**config.mk**
```make
export PLATFORM = sky130hd
export DESIGN_NAME = open_interval_set_algebra
export DESIGN_NICKNAME = d
export VERILOG_FILES = /design/src/rtl/osa_pkg.sv /design/src/rtl/osa_front.sv /design/src/rtl/osa_queue.sv /design/src/rtl/osa_back.sv /design/src/rtl/open_interval_set_algebra.sv
export SDC_FILE = /design/constraint.sdc
export NUM_CORES = 2
export LEC_CHECK = 0
export BUFFER_PORTS_ARGS = -buffer_cell sky130_fd_sc_hd__buf_2
export CORE_ASPECT_RATIO = 1.5
export CORE_MARGIN = 5
export CORE_UTILIZATION = 50
export DETAILED_ROUTE_END_ITERATION = 6
export GPL_TIMING_DRIVEN = 0
export PLACE_DENSITY = 0.69
export SETUP_SLACK_MARGIN = 0.02
export SYNTH_ARGS = -nofsm -noshare
export SYNTH_HDL_FRONTEND = slang
export SYNTH_HIERARCHICAL = 1
export SYNTH_SLANG_ARGS = --single-unit
```
**constraint.sdc**
```tcl
create_clock -name clock -period 20.9 [get_ports clock]
set_input_delay 2.09 -clock clock [delete_from_list [all_inputs] [get_ports clock]]
set_output_delay 2.09 -clock clock [all_outputs]
set_load 0.1 [all_outputs]
```
**src/rtl/osa_pkg.sv**
```systemverilog
// Shared types, codes and class tables for the open interval set algebra block.
package osa_pkg;

   localparam int QUEUE_DEPTH = 2;
   localparam int PTR_W       = $clog2(QUEUE_DEPTH);
   localparam int CNT_W       = $clog2(QUEUE_DEPTH + 1);
   localparam int VAL_W       = 64;
   localparam int CLASS_W     = 6;
   localparam int ACTION_W    = 3;

   typedef enum logic [ACTION_W-1:0] {
      ACT_UNION     = 3'd0,
      ACT_DIFF      = 3'd1,
      ACT_ISECT     = 3'd2,
      ACT_CLOSURE   = 3'd3,
      ACT_INTERSECT = 3'd4,
      ACT_INSIDE    = 3'd5
   } act_type;

   typedef enum logic [3:0] {
      OP_NONE = 4'd0,
      OP_A1B2 = 4'd1,
      OP_B1A2 = 4'd2,
      OP_CPYA = 4'd3,
      OP_CPYB = 4'd4,
      OP_A2A2 = 4'd5,
      OP_B2B2 = 4'd6,
      OP_A1B1 = 4'd7,
      OP_B2A2 = 4'd8
   } op_type;

   typedef struct packed {
      logic signed [VAL_W-1:0] lo;
      logic signed [VAL_W-1:0] hi;
      logic                    lf;
      logic                    hf;
      logic                    sl;
   } ivl_type;

   typedef struct packed {
      logic alo_lt_blo;
      logic alo_eq_blo;
      logic ahi_lt_bhi;
      logic ahi_eq_bhi;
      logic ahi_lt_blo;
      logic ahi_eq_blo;
      logic alo_lt_bhi;
      logic alo_eq_bhi;
      logic alo_gt_ahi;
      logic blo_gt_bhi;
   } cmp_type;

   typedef struct packed {
      logic [ACTION_W-1:0] action;
      ivl_type             a;
      ivl_type             b;
      cmp_type             cmp;
      logic [CLASS_W-1:0]  cls;
   } work_type;

   typedef struct packed {
      ivl_type            r;
      logic [CLASS_W-1:0] cls;
      logic               flag;
      logic               status;
   } res_type;

   localparam op_type UNION_TAB [0:52] = '{
      OP_NONE,
      OP_NONE, OP_A1B2, OP_CPYA, OP_B1A2, OP_CPYB, OP_NONE, OP_A1B2, OP_B1A2, OP_A1B2, OP_B1A2,
      OP_CPYA, OP_A1B2, OP_B1A2, OP_CPYA, OP_CPYA, OP_NONE, OP_B1A2, OP_B1A2, OP_CPYA, OP_CPYA,
      OP_NONE, OP_A1B2, OP_A1B2, OP_CPYB, OP_CPYB, OP_NONE, OP_A1B2, OP_A1B2, OP_CPYB, OP_CPYB,
      OP_NONE, OP_B1A2, OP_B1A2, OP_NONE, OP_A1B2, OP_A1B2, OP_NONE, OP_B1A2, OP_B1A2, OP_CPYB,
      OP_CPYA, OP_CPYA, OP_CPYA, OP_CPYA, OP_CPYB, OP_CPYA, OP_CPYB, OP_CPYA, OP_CPYA, OP_CPYB,
      OP_CPYB, OP_CPYA
   };

   localparam op_type DIFF_TAB [0:52] = '{
      OP_NONE,
      OP_CPYA, OP_A1B1, OP_NONE, OP_B2A2, OP_NONE, OP_CPYA, OP_CPYA, OP_CPYA, OP_A1B1, OP_B2A2,
      OP_NONE, OP_NONE, OP_NONE, OP_NONE, OP_B2A2, OP_CPYA, OP_CPYA, OP_B2A2, OP_NONE, OP_A1B1,
      OP_CPYA, OP_CPYA, OP_A1B1, OP_NONE, OP_NONE, OP_CPYA, OP_CPYA, OP_A1B1, OP_NONE, OP_NONE,
      OP_CPYA, OP_CPYA, OP_B2A2, OP_CPYA, OP_CPYA, OP_A1B1, OP_CPYA, OP_CPYA, OP_A1B1, OP_NONE,
      OP_NONE, OP_B2A2, OP_A1B1, OP_NONE, OP_NONE, OP_NONE, OP_NONE, OP_B2A2, OP_A1B1, OP_NONE,
      OP_NONE, OP_NONE
   };

   localparam op_type ISECT_TAB [0:52] = '{
      OP_NONE,
      OP_NONE, OP_B1A2, OP_CPYB, OP_A1B2, OP_CPYA, OP_NONE, OP_A2A2, OP_B2B2, OP_CPYB, OP_CPYB,
      OP_CPYA, OP_CPYA, OP_CPYA, OP_CPYB, OP_CPYB, OP_NONE, OP_B2B2, OP_A1B2, OP_CPYB, OP_CPYB,
      OP_NONE, OP_A2A2, OP_B1A2, OP_CPYA, OP_CPYA, OP_NONE, OP_A2A2, OP_B1A2, OP_CPYA, OP_CPYA,
      OP_NONE, OP_B2B2, OP_A1B2, OP_NONE, OP_A2A2, OP_B1A2, OP_NONE, OP_B2B2, OP_A1B2, OP_CPYA,
      OP_CPYA, OP_CPYB, OP_CPYB, OP_CPYA, OP_CPYA, OP_CPYB, OP_CPYA, OP_CPYB, OP_CPYB, OP_CPYA,
      OP_CPYA, OP_CPYA
   };

   localparam logic INSIDE_TAB [0:52] = '{
      1'b0,
      1'b0, 1'b0, 1'b0, 1'b0, 1'b1, 1'b0, 1'b0, 1'b0, 1'b0, 1'b0,
      1'b1, 1'b1, 1'b1, 1'b0, 1'b1, 1'b0, 1'b0, 1'b1, 1'b0, 1'b1,
      1'b0, 1'b1, 1'b1, 1'b1, 1'b1, 1'b0, 1'b0, 1'b0, 1'b1, 1'b1,
      1'b0, 1'b0, 1'b0, 1'b0, 1'b0, 1'b1, 1'b0, 1'b0, 1'b1, 1'b1,
      1'b1, 1'b0, 1'b0, 1'b1, 1'b1, 1'b1, 1'b1, 1'b1, 1'b1, 1'b1,
      1'b1, 1'b1
   };

endpackage

```
**src/rtl/osa_front.sv**
```systemverilog
// Front end: masks open bounds, compares the bounds and sorts the pair into its relation class.
module osa_front (
   input  logic                                  push,
   output logic                                  full,
   input  logic [osa_pkg::ACTION_W-1:0]          req_action,
   input  logic signed [osa_pkg::VAL_W-1:0]      req_a_low,
   input  logic signed [osa_pkg::VAL_W-1:0]      req_a_high,
   input  logic                                  req_a_low_closed,
   input  logic                                  req_a_high_closed,
   input  logic                                  req_a_is_slice,
   input  logic signed [osa_pkg::VAL_W-1:0]      req_b_low,
   input  logic signed [osa_pkg::VAL_W-1:0]      req_b_high,
   input  logic                                  req_b_low_closed,
   input  logic                                  req_b_high_closed,
   input  logic                                  req_b_is_slice,
   input  logic                                  q_full,
   output logic                                  q_wr_en,
   output osa_pkg::work_type                     q_wr_data
);
   import osa_pkg::*;

   ivl_type            a;
   ivl_type            b;
   cmp_type            c;
   logic [3:0]         k;
   logic [CLASS_W-1:0] cls;
   logic               alo_gt_blo;
   logic               alo_gt_bhi;
   logic               ahi_gt_bhi;

   function automatic logic [CLASS_W-1:0] pick(input logic lt, input logic eq,
                                               input logic [CLASS_W-1:0] x,
                                               input logic [CLASS_W-1:0] y,
                                               input logic [CLASS_W-1:0] z);
      return lt ? x : (eq ? y : z);
   endfunction

   always_comb begin
      a.lf = req_a_low_closed;
      a.hf = req_a_high_closed;
      a.sl = req_a_is_slice;
      a.lo = a.lf ? req_a_low : '0;
      a.hi = a.hf ? req_a_high : '0;
      b.lf = req_b_low_closed;
      b.hf = req_b_high_closed;
      b.sl = req_b_is_slice;
      b.lo = b.lf ? req_b_low : '0;
      b.hi = b.hf ? req_b_high : '0;

      c.alo_lt_blo = $signed(a.lo) < $signed(b.lo);
      c.alo_eq_blo = a.lo == b.lo;
      c.ahi_lt_bhi = $signed(a.hi) < $signed(b.hi);
      c.ahi_eq_bhi = a.hi == b.hi;
      c.ahi_lt_blo = $signed(a.hi) < $signed(b.lo);
      c.ahi_eq_blo = a.hi == b.lo;
      c.alo_lt_bhi = $signed(a.lo) < $signed(b.hi);
      c.alo_eq_bhi = a.lo == b.hi;
      c.alo_gt_ahi = $signed(a.lo) > $signed(a.hi);
      c.blo_gt_bhi = $signed(b.lo) > $signed(b.hi);

      alo_gt_blo = !c.alo_lt_blo && !c.alo_eq_blo;
      alo_gt_bhi = !c.alo_lt_bhi && !c.alo_eq_bhi;
      ahi_gt_bhi = !c.ahi_lt_bhi && !c.ahi_eq_bhi;

      k = {a.lf, a.hf, b.lf, b.hf};
      case (k)
         4'b1111: begin
            if (c.alo_lt_blo) begin
               if (c.ahi_lt_bhi) cls = pick(c.ahi_lt_blo, c.ahi_eq_blo, 6'd1, 6'd7, 6'd2);
               else cls = c.ahi_eq_bhi ? 6'd9 : 6'd3;
            end else if (c.alo_eq_blo) begin
               cls = pick(c.ahi_lt_bhi, c.ahi_eq_bhi, 6'd12, 6'd11, 6'd10);
            end else if (c.ahi_lt_bhi) begin
               cls = 6'd5;
            end else if (c.ahi_eq_bhi) begin
               cls = 6'd13;
            end else begin
               cls = pick(c.alo_lt_bhi, c.alo_eq_bhi, 6'd4, 6'd8, 6'd6);
            end
         end
         4'b1011: begin
            if (c.alo_lt_blo) cls = 6'd14;
            else if (c.alo_eq_blo) cls = 6'd15;
            else cls = pick(alo_gt_bhi, c.alo_eq_bhi, 6'd16, 6'd17, 6'd18);
         end
         4'b0111: begin
            if (ahi_gt_bhi) cls = 6'd19;
            else if (c.ahi_eq_bhi) cls = 6'd20;
            else cls = pick(c.ahi_lt_blo, c.ahi_eq_blo, 6'd21, 6'd22, 6'd23);
         end
         4'b1110: begin
            if (alo_gt_blo) cls = 6'd24;
            else if (c.alo_eq_blo) cls = 6'd25;
            else cls = pick(c.ahi_lt_blo, c.ahi_eq_blo, 6'd26, 6'd27, 6'd28);
         end
         4'b1101: begin
            if (c.ahi_lt_bhi) cls = 6'd29;
            else if (c.ahi_eq_bhi) cls = 6'd30;
            else cls = pick(alo_gt_bhi, c.alo_eq_bhi, 6'd31, 6'd32, 6'd33);
         end
         4'b0110: cls = pick(c.ahi_lt_blo, c.ahi_eq_blo, 6'd34, 6'd35, 6'd36);
         4'b1001: cls = pick(alo_gt_bhi, c.alo_eq_bhi, 6'd37, 6'd38, 6'd39);
         4'b0101: cls = pick(c.ahi_lt_bhi, c.ahi_eq_bhi, 6'd40, 6'd41, 6'd42);
         4'b1010: cls = pick(c.alo_lt_blo, c.alo_eq_blo, 6'd43, 6'd44, 6'd45);
         4'b0011: cls = 6'd46;
         4'b1100: cls = 6'd47;
         4'b0001: cls = 6'd48;
         4'b0010: cls = 6'd49;
         4'b0100: cls = 6'd50;
         4'b1000: cls = 6'd51;
         default: cls = 6'd52;
      endcase

      q_wr_data.action = req_action;
      q_wr_data.a      = a;
      q_wr_data.b      = b;
      q_wr_data.cmp    = c;
      q_wr_data.cls    = cls;
   end

   assign full    = q_full;
   assign q_wr_en = push && !q_full;

endmodule

```
**src/rtl/osa_queue.sv**
```systemverilog
// Two-entry work queue between the classifier and the result builder.
module osa_queue (
   input  logic              clock,
   input  logic              reset,
   input  logic              wr_en,
   input  osa_pkg::work_type wr_data,
   output logic              full,
   input  logic              rd_en,
   output osa_pkg::work_type rd_data,
   output logic              empty
);
   import osa_pkg::*;

   work_type           mem_ff [QUEUE_DEPTH];
   logic [PTR_W-1:0]   wr_ptr_ff;
   logic [PTR_W-1:0]   wr_ptr_in;
   logic [PTR_W-1:0]   rd_ptr_ff;
   logic [PTR_W-1:0]   rd_ptr_in;
   logic [CNT_W-1:0]   cnt_ff;
   logic [CNT_W-1:0]   cnt_in;

   always_comb begin
      wr_ptr_in = wr_en ? wr_ptr_ff + 1'b1 : wr_ptr_ff;
      rd_ptr_in = rd_en ? rd_ptr_ff + 1'b1 : rd_ptr_ff;
      cnt_in    = cnt_ff + CNT_W'(wr_en) - CNT_W'(rd_en);
   end

   always_ff @(posedge clock) begin
      if (reset) begin
         wr_ptr_ff <= '0;
         rd_ptr_ff <= '0;
         cnt_ff    <= '0;
      end else begin
         wr_ptr_ff <= wr_ptr_in;
         rd_ptr_ff <= rd_ptr_in;
         cnt_ff    <= cnt_in;
      end
   end

   always_ff @(posedge clock) begin
      if (wr_en) begin
         mem_ff[wr_ptr_ff] <= wr_data;
      end
   end

   assign rd_data = mem_ff[rd_ptr_ff];
   assign full    = cnt_ff == CNT_W'(QUEUE_DEPTH);
   assign empty   = cnt_ff == '0;

   a_cnt_bound: assert property (@(posedge clock) disable iff (reset)
      cnt_ff <= CNT_W'(QUEUE_DEPTH))
      else $error("work queue count exceeds depth");

   a_no_overflow: assert property (@(posedge clock) disable iff (reset)
      full |-> !wr_en)
      else $error("write into full work queue");

   a_no_underflow: assert property (@(posedge clock) disable iff (reset)
      empty |-> !rd_en)
      else $error("read from empty work queue");

endmodule

```
**src/rtl/osa_back.sv**
```systemverilog
// Back end: builds the result interval from the class tables and holds results for the reader.
module osa_back (
   input  logic                                  clock,
   input  logic                                  reset,
   input  logic                                  q_empty,
   input  osa_pkg::work_type                     q_rd_data,
   output logic                                  q_rd_en,
   input  logic                                  pop,
   output logic                                  empty,
   output logic signed [osa_pkg::VAL_W-1:0]      rsp_res_low,
   output logic signed [osa_pkg::VAL_W-1:0]      rsp_res_high,
   output logic                                  rsp_res_low_closed,
   output logic                                  rsp_res_high_closed,
   output logic                                  rsp_res_is_slice,
   output logic [osa_pkg::CLASS_W-1:0]           rsp_relation_class,
   output logic                                  rsp_test_flag,
   output logic                                  rsp_status
);
   import osa_pkg::*;

   work_type         w;
   ivl_type          a;
   ivl_type          b;
   cmp_type          c;
   op_type           op;
   ivl_type          built;
   logic             bad;
   logic             close_bad;
   res_type          res;
   res_type          head;

   res_type          out_mem_ff [QUEUE_DEPTH];
   logic [PTR_W-1:0] wr_ptr_ff;
   logic [PTR_W-1:0] wr_ptr_in;
   logic [PTR_W-1:0] rd_ptr_ff;
   logic [PTR_W-1:0] rd_ptr_in;
   logic [CNT_W-1:0] cnt_ff;
   logic [CNT_W-1:0] cnt_in;
   logic             load;
   logic             take;

   always_comb begin
      w = q_rd_data;
      a = w.a;
      b = w.b;
      c = w.cmp;

      case (act_type'(w.action))
         ACT_UNION: op = UNION_TAB[w.cls];
         ACT_DIFF:  op = DIFF_TAB[w.cls];
         ACT_ISECT: op = ISECT_TAB[w.cls];
         default:   op = OP_NONE;
      endcase

      built = '0;
      bad   = 1'b0;
      case (op)
         OP_A1B2: begin
            built.lf = a.lf; built.lo = a.lo; built.hf = b.hf; built.hi = b.hi;
            bad = a.lf && b.hf && !c.alo_lt_bhi && !c.alo_eq_bhi;
         end
         OP_B1A2: begin
            built.lf = b.lf; built.lo = b.lo; built.hf = a.hf; built.hi = a.hi;
            bad = b.lf && a.hf && c.ahi_lt_blo;
         end
         OP_A1B1: begin
            built.lf = a.lf; built.lo = a.lo; built.hf = b.lf; built.hi = b.lo;
            bad = a.lf && b.lf && !c.alo_lt_blo && !c.alo_eq_blo;
         end
         OP_B2A2: begin
            built.lf = b.hf; built.lo = b.hi; built.hf = a.hf; built.hi = a.hi;
            bad = b.hf && a.hf && c.ahi_lt_bhi;
         end
         OP_A2A2: begin
            built.lf = a.hf; built.lo = a.hi; built.hf = a.hf; built.hi = a.hi;
         end
         OP_B2B2: begin
            built.lf = b.hf; built.lo = b.hi; built.hf = b.hf; built.hi = b.hi;
         end
         OP_CPYA: built = a;
         OP_CPYB: built = b;
         default: bad = 1'b1;
      endcase

      close_bad = a.lf && b.lf && a.hf && b.hf && c.alo_gt_ahi && c.ahi_lt_blo
                  && !c.alo_lt_bhi && !c.alo_eq_bhi && c.blo_gt_bhi;

      res        = '0;
      res.cls    = w.cls;
      case (act_type'(w.action))
         ACT_UNION: begin
            res.status = bad;
            if (!bad) begin
               res.r    = built;
               res.r.sl = built.sl || (a.sl && b.sl);
            end
         end
         ACT_DIFF: begin
            res.status = bad;
            if (!bad) res.r = built;
         end
         ACT_ISECT: begin
            res.status = bad;
            if (!bad) begin
               res.r    = built;
               res.r.sl = built.sl || a.sl || b.sl;
            end
         end
         ACT_CLOSURE: begin
            res.status = close_bad;
            if (!close_bad) begin
               res.r.lf = a.lf && b.lf;
               res.r.hf = a.hf && b.hf;
               res.r.lo = res.r.lf ? (c.alo_lt_blo ? a.lo : b.lo) : '0;
               res.r.hi = res.r.hf ? (c.ahi_lt_bhi ? b.hi : a.hi) : '0;
            end
         end
         ACT_INTERSECT: res.flag = UNION_TAB[w.cls] != OP_NONE;
         ACT_INSIDE:    res.flag = INSIDE_TAB[w.cls];
         default:       res.status = 1'b1;
      endcase
   end

   always_comb begin
      load      = !q_empty && (cnt_ff != CNT_W'(QUEUE_DEPTH));
      take      = pop && (cnt_ff != '0);
      wr_ptr_in = load ? wr_ptr_ff + 1'b1 : wr_ptr_ff;
      rd_ptr_in = take ? rd_ptr_ff + 1'b1 : rd_ptr_ff;
      cnt_in    = cnt_ff + CNT_W'(load) - CNT_W'(take);
   end

   always_ff @(posedge clock) begin
      if (reset) begin
         wr_ptr_ff <= '0;
         rd_ptr_ff <= '0;
         cnt_ff    <= '0;
      end else begin
         wr_ptr_ff <= wr_ptr_in;
         rd_ptr_ff <= rd_ptr_in;
         cnt_ff    <= cnt_in;
      end
   end

   always_ff @(posedge clock) begin
      if (load) begin
         out_mem_ff[wr_ptr_ff] <= res;
      end
   end

   assign q_rd_en             = load;
   assign head                = out_mem_ff[rd_ptr_ff];
   assign empty               = cnt_ff == '0;
   assign rsp_res_low         = head.r.lo;
   assign rsp_res_high        = head.r.hi;
   assign rsp_res_low_closed  = head.r.lf;
   assign rsp_res_high_closed = head.r.hf;
   assign rsp_res_is_slice    = head.r.sl;
   assign rsp_relation_class  = head.cls;
   assign rsp_test_flag       = head.flag;
   assign rsp_status          = head.status;

   a_status_clears: assert property (@(posedge clock) disable iff (reset)
      (!empty && rsp_status) |-> (rsp_res_low == '0 && rsp_res_high == '0
         && !rsp_res_low_closed && !rsp_res_high_closed && !rsp_res_is_slice
         && !rsp_test_flag))
      else $error("failed transaction carries result fields");

   a_open_reads_zero: assert property (@(posedge clock) disable iff (reset)
      !empty |-> ((rsp_res_low_closed || rsp_res_low == '0)
         && (rsp_res_high_closed || rsp_res_high == '0)))
      else $error("open bound reads back nonzero");

   a_class_range: assert property (@(posedge clock) disable iff (reset)
      !empty |-> (rsp_relation_class != '0 && rsp_relation_class <= CLASS_W'(52)))
      else $error("relation class out of range");

   a_drain: assert property (@(posedge clock) disable iff (reset)
      (cnt_ff == CNT_W'(1) && take && !load) |=> empty)
      else $error("result buffer failed to drain");

endmodule

```
**src/rtl/open_interval_set_algebra.sv**
```systemverilog
// Top level of the open interval set algebra block: classifier, work queue and result builder.
// A request is classified into the work queue, then built into the result buffer behind rsp_.
// One transaction per cycle unless a buffer is full; classify and build are combinational.
// full comes from the two-entry work queue, empty from the two-entry result buffer.
// Reset clears the queue pointers and counts; stored payloads are left as they are.
module open_interval_set_algebra (
   input  logic                                  clock,
   input  logic                                  reset,
   input  logic                                  push,
   output logic                                  full,
   input  logic [osa_pkg::ACTION_W-1:0]          req_action,
   input  logic signed [osa_pkg::VAL_W-1:0]      req_a_low,
   input  logic signed [osa_pkg::VAL_W-1:0]      req_a_high,
   input  logic                                  req_a_low_closed,
   input  logic                                  req_a_high_closed,
   input  logic                                  req_a_is_slice,
   input  logic signed [osa_pkg::VAL_W-1:0]      req_b_low,
   input  logic signed [osa_pkg::VAL_W-1:0]      req_b_high,
   input  logic                                  req_b_low_closed,
   input  logic                                  req_b_high_closed,
   input  logic                                  req_b_is_slice,
   output logic                                  empty,
   input  logic                                  pop,
   output logic signed [osa_pkg::VAL_W-1:0]      rsp_res_low,
   output logic signed [osa_pkg::VAL_W-1:0]      rsp_res_high,
   output logic                                  rsp_res_low_closed,
   output logic                                  rsp_res_high_closed,
   output logic                                  rsp_res_is_slice,
   output logic [osa_pkg::CLASS_W-1:0]           rsp_relation_class,
   output logic                                  rsp_test_flag,
   output logic                                  rsp_status
);
   import osa_pkg::*;

   logic     q_wr_en;
   work_type q_wr_data;
   logic     q_full;
   logic     q_rd_en;
   work_type q_rd_data;
   logic     q_empty;

   osa_front u_front (
      .push              (push),
      .full              (full),
      .req_action        (req_action),
      .req_a_low         (req_a_low),
      .req_a_high        (req_a_high),
      .req_a_low_closed  (req_a_low_closed),
      .req_a_high_closed (req_a_high_closed),
      .req_a_is_slice    (req_a_is_slice),
      .req_b_low         (req_b_low),
      .req_b_high        (req_b_high),
      .req_b_low_closed  (req_b_low_closed),
      .req_b_high_closed (req_b_high_closed),
      .req_b_is_slice    (req_b_is_slice),
      .q_full            (q_full),
      .q_wr_en           (q_wr_en),
      .q_wr_data         (q_wr_data)
   );

   osa_queue u_queue (
      .clock   (clock),
      .reset   (reset),
      .wr_en   (q_wr_en),
      .wr_data (q_wr_data),
      .full    (q_full),
      .rd_en   (q_rd_en),
      .rd_data (q_rd_data),
      .empty   (q_empty)
   );

   osa_back u_back (
      .clock               (clock),
      .reset               (reset),
      .q_empty             (q_empty),
      .q_rd_data           (q_rd_data),
      .q_rd_en             (q_rd_en),
      .pop                 (pop),
      .empty               (empty),
      .rsp_res_low         (rsp_res_low),
      .rsp_res_high        (rsp_res_high),
      .rsp_res_low_closed  (rsp_res_low_closed),
      .rsp_res_high_closed (rsp_res_high_closed),
      .rsp_res_is_slice    (rsp_res_is_slice),
      .rsp_relation_class  (rsp_relation_class),
      .rsp_test_flag       (rsp_test_flag),
      .rsp_status          (rsp_status)
   );

endmodule
```
### Word level (Yosys, flattened, before mapping)

Memory sizes are Yosys's and may differ from the RTL's. A register that Yosys moved wholly into a read port is not among the register bits.
Index checks and enable logic that the tools add are counted.

| storage, ports and cells | value |
|---|---|
| memories kept | 6 |
| output and inout bits | 141 |
| RAM bits | 840 |
| ROM bits | 832 |
| register bits after elaboration | 8 |
| input port bits | 269 |

Memory list:

| memory | depth | width | rd ports | clocked after Yosys merged registers in | wr ports | RTL line | text |
|---|---|---|---|---|---|---|---|
| u_queue.mem_ff | 2 | 281 | 1 | 1 | 1 | osa_queue.sv:14 | `work_type mem_ff [QUEUE_DEPTH];` |
| u_back.out_mem_ff | 2 | 139 | 1 | 1 | 1 | osa_back.sv:32 | `res_type out_mem_ff [QUEUE_DEPTH];` |
| (no name shown) | 64 | 4 | 1 | 0 | 0 | osa_back.sv:51 | `ACT_ISECT: op = ISECT_TAB[w.cls];` |
| (no name shown) | 64 | 4 | 1 | 0 | 0 | osa_back.sv:118 | `ACT_INTERSECT: res.flag = UNION_TAB[w.cls] != OP_NONE;` |
| (no name shown) | 64 | 4 | 1 | 0 | 0 | osa_back.sv:50 | `ACT_DIFF: op = DIFF_TAB[w.cls];` |
| (no name shown) | 64 | 1 | 1 | 0 | 0 | osa_back.sv:119 | `ACT_INSIDE: res.flag = INSIDE_TAB[w.cls];` |

| operators by class | value |
|---|---|
| bitwise operators | 1 |
| $add $sub $neg | 8 |
| order comparisons | 7 |
| multiplexer cells | 73 |
| eq/ne operators | 34 |
| reduce and logical (&&, ||, !) cells | 47 |

Operator list:

| kind | count |
|---|---|
| $pmux W130 S8 | 1 |
| $pmux W130 S4 | 1 |
| $mux W64 | 8 |
| $mux W131 | 3 |
| $eq A64 B64 Y1 | 4 |
| $lt A64 B64 Y1 | 4 |
| $mux W6 | 24 |
| $mux W130 | 1 |
| $gt A64 B64 Y1 | 2 |
| $pmux W6 S15 | 1 |
| $eq A4 B4 Y1 const B | 9 |
| $eq A4 B3 Y1 const B | 8 |
| $mux W4 | 8 |
| $logic_and A1 B1 Y1 | 24 |
| $eq A4 B2 Y1 const B | 4 |
| $mux W1 | 15 |
| $logic_not A1 Y1 | 12 |
| $pmux W4 S3 | 1 |
| $mux W3 | 3 |
| $eq A4 B1 Y1 const B | 2 |
| $ge A7 B7 Y1 const B | 1 |
| $not A6 Y7 | 1 |
| $eq A3 B2 Y1 const B | 2 |
| $eq A3 B3 Y1 const B | 2 |
| 18 further kinds | 29 |

### Logic depth before layout (Yosys ltp)

| depth | value |
|---|---|
| depth after elaboration | 11 |
| mapped depth | 18 |

### Cells and area by module

Netlist, hierarchy kept.

By module, submodules not included:

| module | area an instance (um^2) | cells an instance | sequential area each (um^2) | instances |
|---|---|---|---|---|
| osa_queue | 20,840.0 | 895 | 16,976.3 | 1 |
| osa_back | 17,270.3 | 1,342 | 8,448.1 | 1 |
| osa_front | 11,224.5 | 1,625 | 0.0 | 1 |

### Least setup slack after synthesis

No wires, ideal clock.

| timing path | value |
|---|---|
| path kind | input to register |
| from | in push |
| to | mem u_queue/mem_ff[0][0] (netlist name) (enable) |
| arrival | 14.655 ns |
| library setup time | 0.962 ns |
| buffers on the path | 0 |
| stages | 2 |
| required time | 19.938 ns |
| path slack | 5.282 ns |
| path through | nor2b_1 > nor2b_1 |

| on the way | value |
|---|---|
| word-level cells in the longest chain between the ends | 3 |

Ends and longest elaborated chain:

| what | RTL line | text |
|---|---|---|
| start: declaration | open_interval_set_algebra.sv:9 | `input logic push,` |
| $logic_and A1 B1 Y1 | osa_front.sv:122 | `assign q_wr_en = push && !q_full;` |
| $mux W1 | osa_queue.sv:41 | `if (wr_en) begin` |
| $mux W1 (implied by the code) | osa_queue.sv:42 | `mem_ff[wr_ptr_ff] <= wr_data;` |
| end: declaration | osa_queue.sv:14 |  |

No other way between the ends.

==> qor.log <==
[routing] DRC violations left 0
[logic_synthesis] gate count after technology mapping 3856
[worst_setup_path] worst setup path category primary input to register
[global_routing] aggregate global-route resource usage 30.9%
[clock_network] clock root buffer master clkbuf_16
[floorplan] Die Outline Area 0.105 sq mm
[worst_setup_path] required time at the worst-slack endpoint 21.23 ns
[worst_setup_path] Crit. path cell count 15
[place] final estimated routing congestion in global placement 0.975
[sta] Max Slew Vio Count 0
[routing] mean routed wirelength per cell 29.4 um
[finish] layout cell share with drive strength beyond 1 27.3%
[min_path] Hold/Removal Path Class register to register
[clock_network] H-Tree Depth 3
[floorplan] core box area 0.0981 sq mm
[routing] total wire length after detailed routing 168000 um
[worst_setup_path] launch point of the worst path req_b_low_closed
[clock_network] maximum buffer depth of the clock tree 3
[pwr] Peak supply drop 0.141 mV
[floorplan] initial core utilization 50.2%
[place] cell area reported after detailed placement 0.0534 sq mm
[global_routing] number of global-route vias before repair 36042
[run] number of max-cap violations 1
[worst_setup_path] top cell family by delay on the critical path simple AND/OR/NAND/NOR gates
[worst_setup_path] reg-to-reg endpoint u_back/out_mem_ff[0][33]
[worst_setup_path] worst-case register-to-register setup slack 14.92 ns
[pwr] P_leak 0.0229 uW
[finish] final instance area 0.0563 sq mm
[place] number of port buffers 403
[finish] final layout net count 5034
[worst_setup_path] kind of start point of the critical path primary input
[pwr] Overall Power 8540 uW
[sta] remaining max-slew budget at the tightest pin 1.68%
[clock_network] total number of clock tree sinks 846
[worst_setup_path] slowest CP cell nor4_1
[sta] post-route clock skew 0.0418 ns
[pwr] ratio of total power to cell area 152 mW/mm^2
[sta] smallest hold slack 0.518 ns
[place] HPWL after detailed placement 130000 um
[global_routing] number of antenna violations at the first check in global routing 12
[floorplan] std cell rows 141
[worst_setup_path] largest fanout on the critical path 11
[floorplan] chip height 394 um
[clock_network] clock buffer count from CTS 84
[sta] RSZ-0062 raised after global routing false
[sta] total negative slack for setup checks 0 ns
[clock_network] worst skew pair latency 0.70 ns
[finish] relative area change from synthesis to final layout 14.5%
[logic_synthesis] Synthesized Nets 4521
[worst_setup_path] Arr. time, crit path 9.19 ns
[sta] worst-margin pin slew 1.44 ns
[clock_network] CTS tree yes
[finish] most common library cell in the layout ignoring fill and taps edfxtp_1
[floorplan] I/O pin total 410
[clock_network] buffers inserted by post-CTS timing repair 0
[routing] number of nets with antenna violations after routing 0
[global_routing] remaining global-route overflow 0
[logic_synthesis] area of the mapped netlist 0.0492 sq mm
[clock_network] clock transition time at the flip-flop clock pins of the worst setup and hold paths 0.06 ns
[worst_setup_path] kind of capture point of the worst setup path register
[sta] number of setup violations in the final report 0
[logic_synthesis] Avg Inst Size Synth 12.8 sq um
[logic_synthesis] Synth warnings 6
[worst_setup_path] cell count of the worst reg-to-reg path 15
[status] failing checks max-capacitance violations
[sta] final cycle utilization of the critical path 42.4%
[sta] number of hold-slack violations in the final timing report 0
[worst_setup_path] end point of the critical path u_queue/mem_ff[0][2]
[status] outcome complete, but fails checks
[sta] maximum achievable frequency 0.113 GHz
[worst_setup_path] ordered cell list for the critical path buf_2, buf_1, clkbuf_1, clkbuf_1, nand2_1, ha_1, nand4_1, nor4_1, nand2_1, o31ai_1, nor4_1, xnor2_1, a2111oi_0, a2111oi_1, nand4_1
[global_routing] largest net degree at the start of global routing 62
[clock_network] Hold Buf Count CTS 0
[routing] count of routing violations after the opening detailed-route iteration 3871
[clock_network] post-CTS resize count 0
[routing] 1st-pass router iterations 7
[routing] Vias 35944
[worst_setup_path] buffers and inverters on the worst path 4
[routing] routed vias/inst 6.27
[sta] minimum period implied by the final worst setup slack 8.86 ns
[worst_setup_path] slowest stage delay, CP 1.11 ns
[floorplan] Chip Width 266 um
[global_routing] first-pass GRT wire length 239000 um
[finish] leading cell types in the layout, fill and taps excluded edfxtp_1 (836), buf_2 (445), ha_1 (396), mux2_2 (333), nand2_1 (279)
## sequential cells by signal, summed over array words and instances, names as in the netlist, named ones only
name / flops
u_back/wr_ptr_ff: 1
u_queue/rd_ptr_ff: 1
u_back/out_mem_ff: 278
u_queue/mem_ff: 558
u_back/cnt_ff: 2
u_back/rd_ptr_ff: 1
u_queue/cnt_ff: 2
u_queue/wr_ptr_ff: 1
## layout make-up
| cell class | instances | area (sq um) |
|---|---|---|
| Multi-Input combinational cell | 2583 | 21900 |
| Inverter | 230 | 863 |
| Tap cell | 1287 | 1610 |
| Fill cell | 8159 | 41800 |
| Clock buffer | 99 | 2160 |
| Timing Repair Buffer | 427 | 2570 |
| Buffer | 197 | 1110 |
| Sequential cell | 846 | 25300 |
| Antenna cell | 6 | 15.0 |
| Clock inverter | 55 | 744 |
## layer usage
layer  GRT usage, %  wire (um)  vias up
li1               -          -    15841
met1           37.4      61400    17651
met2           52.5      81900     2000
met3           4.88      13700      450
met4           17.4      11400        2
met5              0         19        -
## how the worst min path moves through the flow
stage                      startpoint           endpoint  slack [ns]  cells past startpoint
finish              u_queue/rd_ptr_ff  u_queue/rd_ptr_ff        0.52                      2
global route         u_back/cnt_ff[1]   u_back/cnt_ff[1]        0.57                      2
CTS                 u_queue/rd_ptr_ff  u_queue/rd_ptr_ff        0.53                      2
detailed placement  u_queue/rd_ptr_ff  u_queue/rd_ptr_ff        0.51                      2
global placement    u_queue/rd_ptr_ff  u_queue/rd_ptr_ff        0.49                      2
floorplan            u_back/rd_ptr_ff           register        0.48                      2
## metrics by stage
| step | utilization [%] | cells | setup WS [ns] |
|---|---|---|---|
| after floorplan | - | 3856 | 5.37 |
| after global placement | 53.8 | 5546 | -2.89 |
| after detailed placement | 54.4 | 5570 | 11.43 |
| after CTS | 57.4 | 5724 | 12.18 |
| after global routing | 57.4 | 5725 | 11.92 |
| final | 57.4 | 5730 | 12.04 |
## worst reg2reg max path, stage by stage (launching register included)
cell and delay (ns):
dfxtp_1 0.40, buf_4 0.33, buf_2 0.36, mux2_2 0.43
buf_2 0.18, buf_4 0.19, buf_2 0.21, a2111oi_0 0.95
a211o_1 0.21, and3b_1 0.30, nor2_2 0.11, nor4_2 0.29
a21oi_2 0.08, a31oi_4 0.51, clkbuf_1 0.66, o22ai_1 0.44
## report_power, final
group / total [uW] / internal [uW] / switching [uW]
clock: 1600 / 904 / 697
sequential: 2490 / 2410 / 83.6
combinational: 4450 / 1260 / 3190
(Power assumes the default switching activity.)
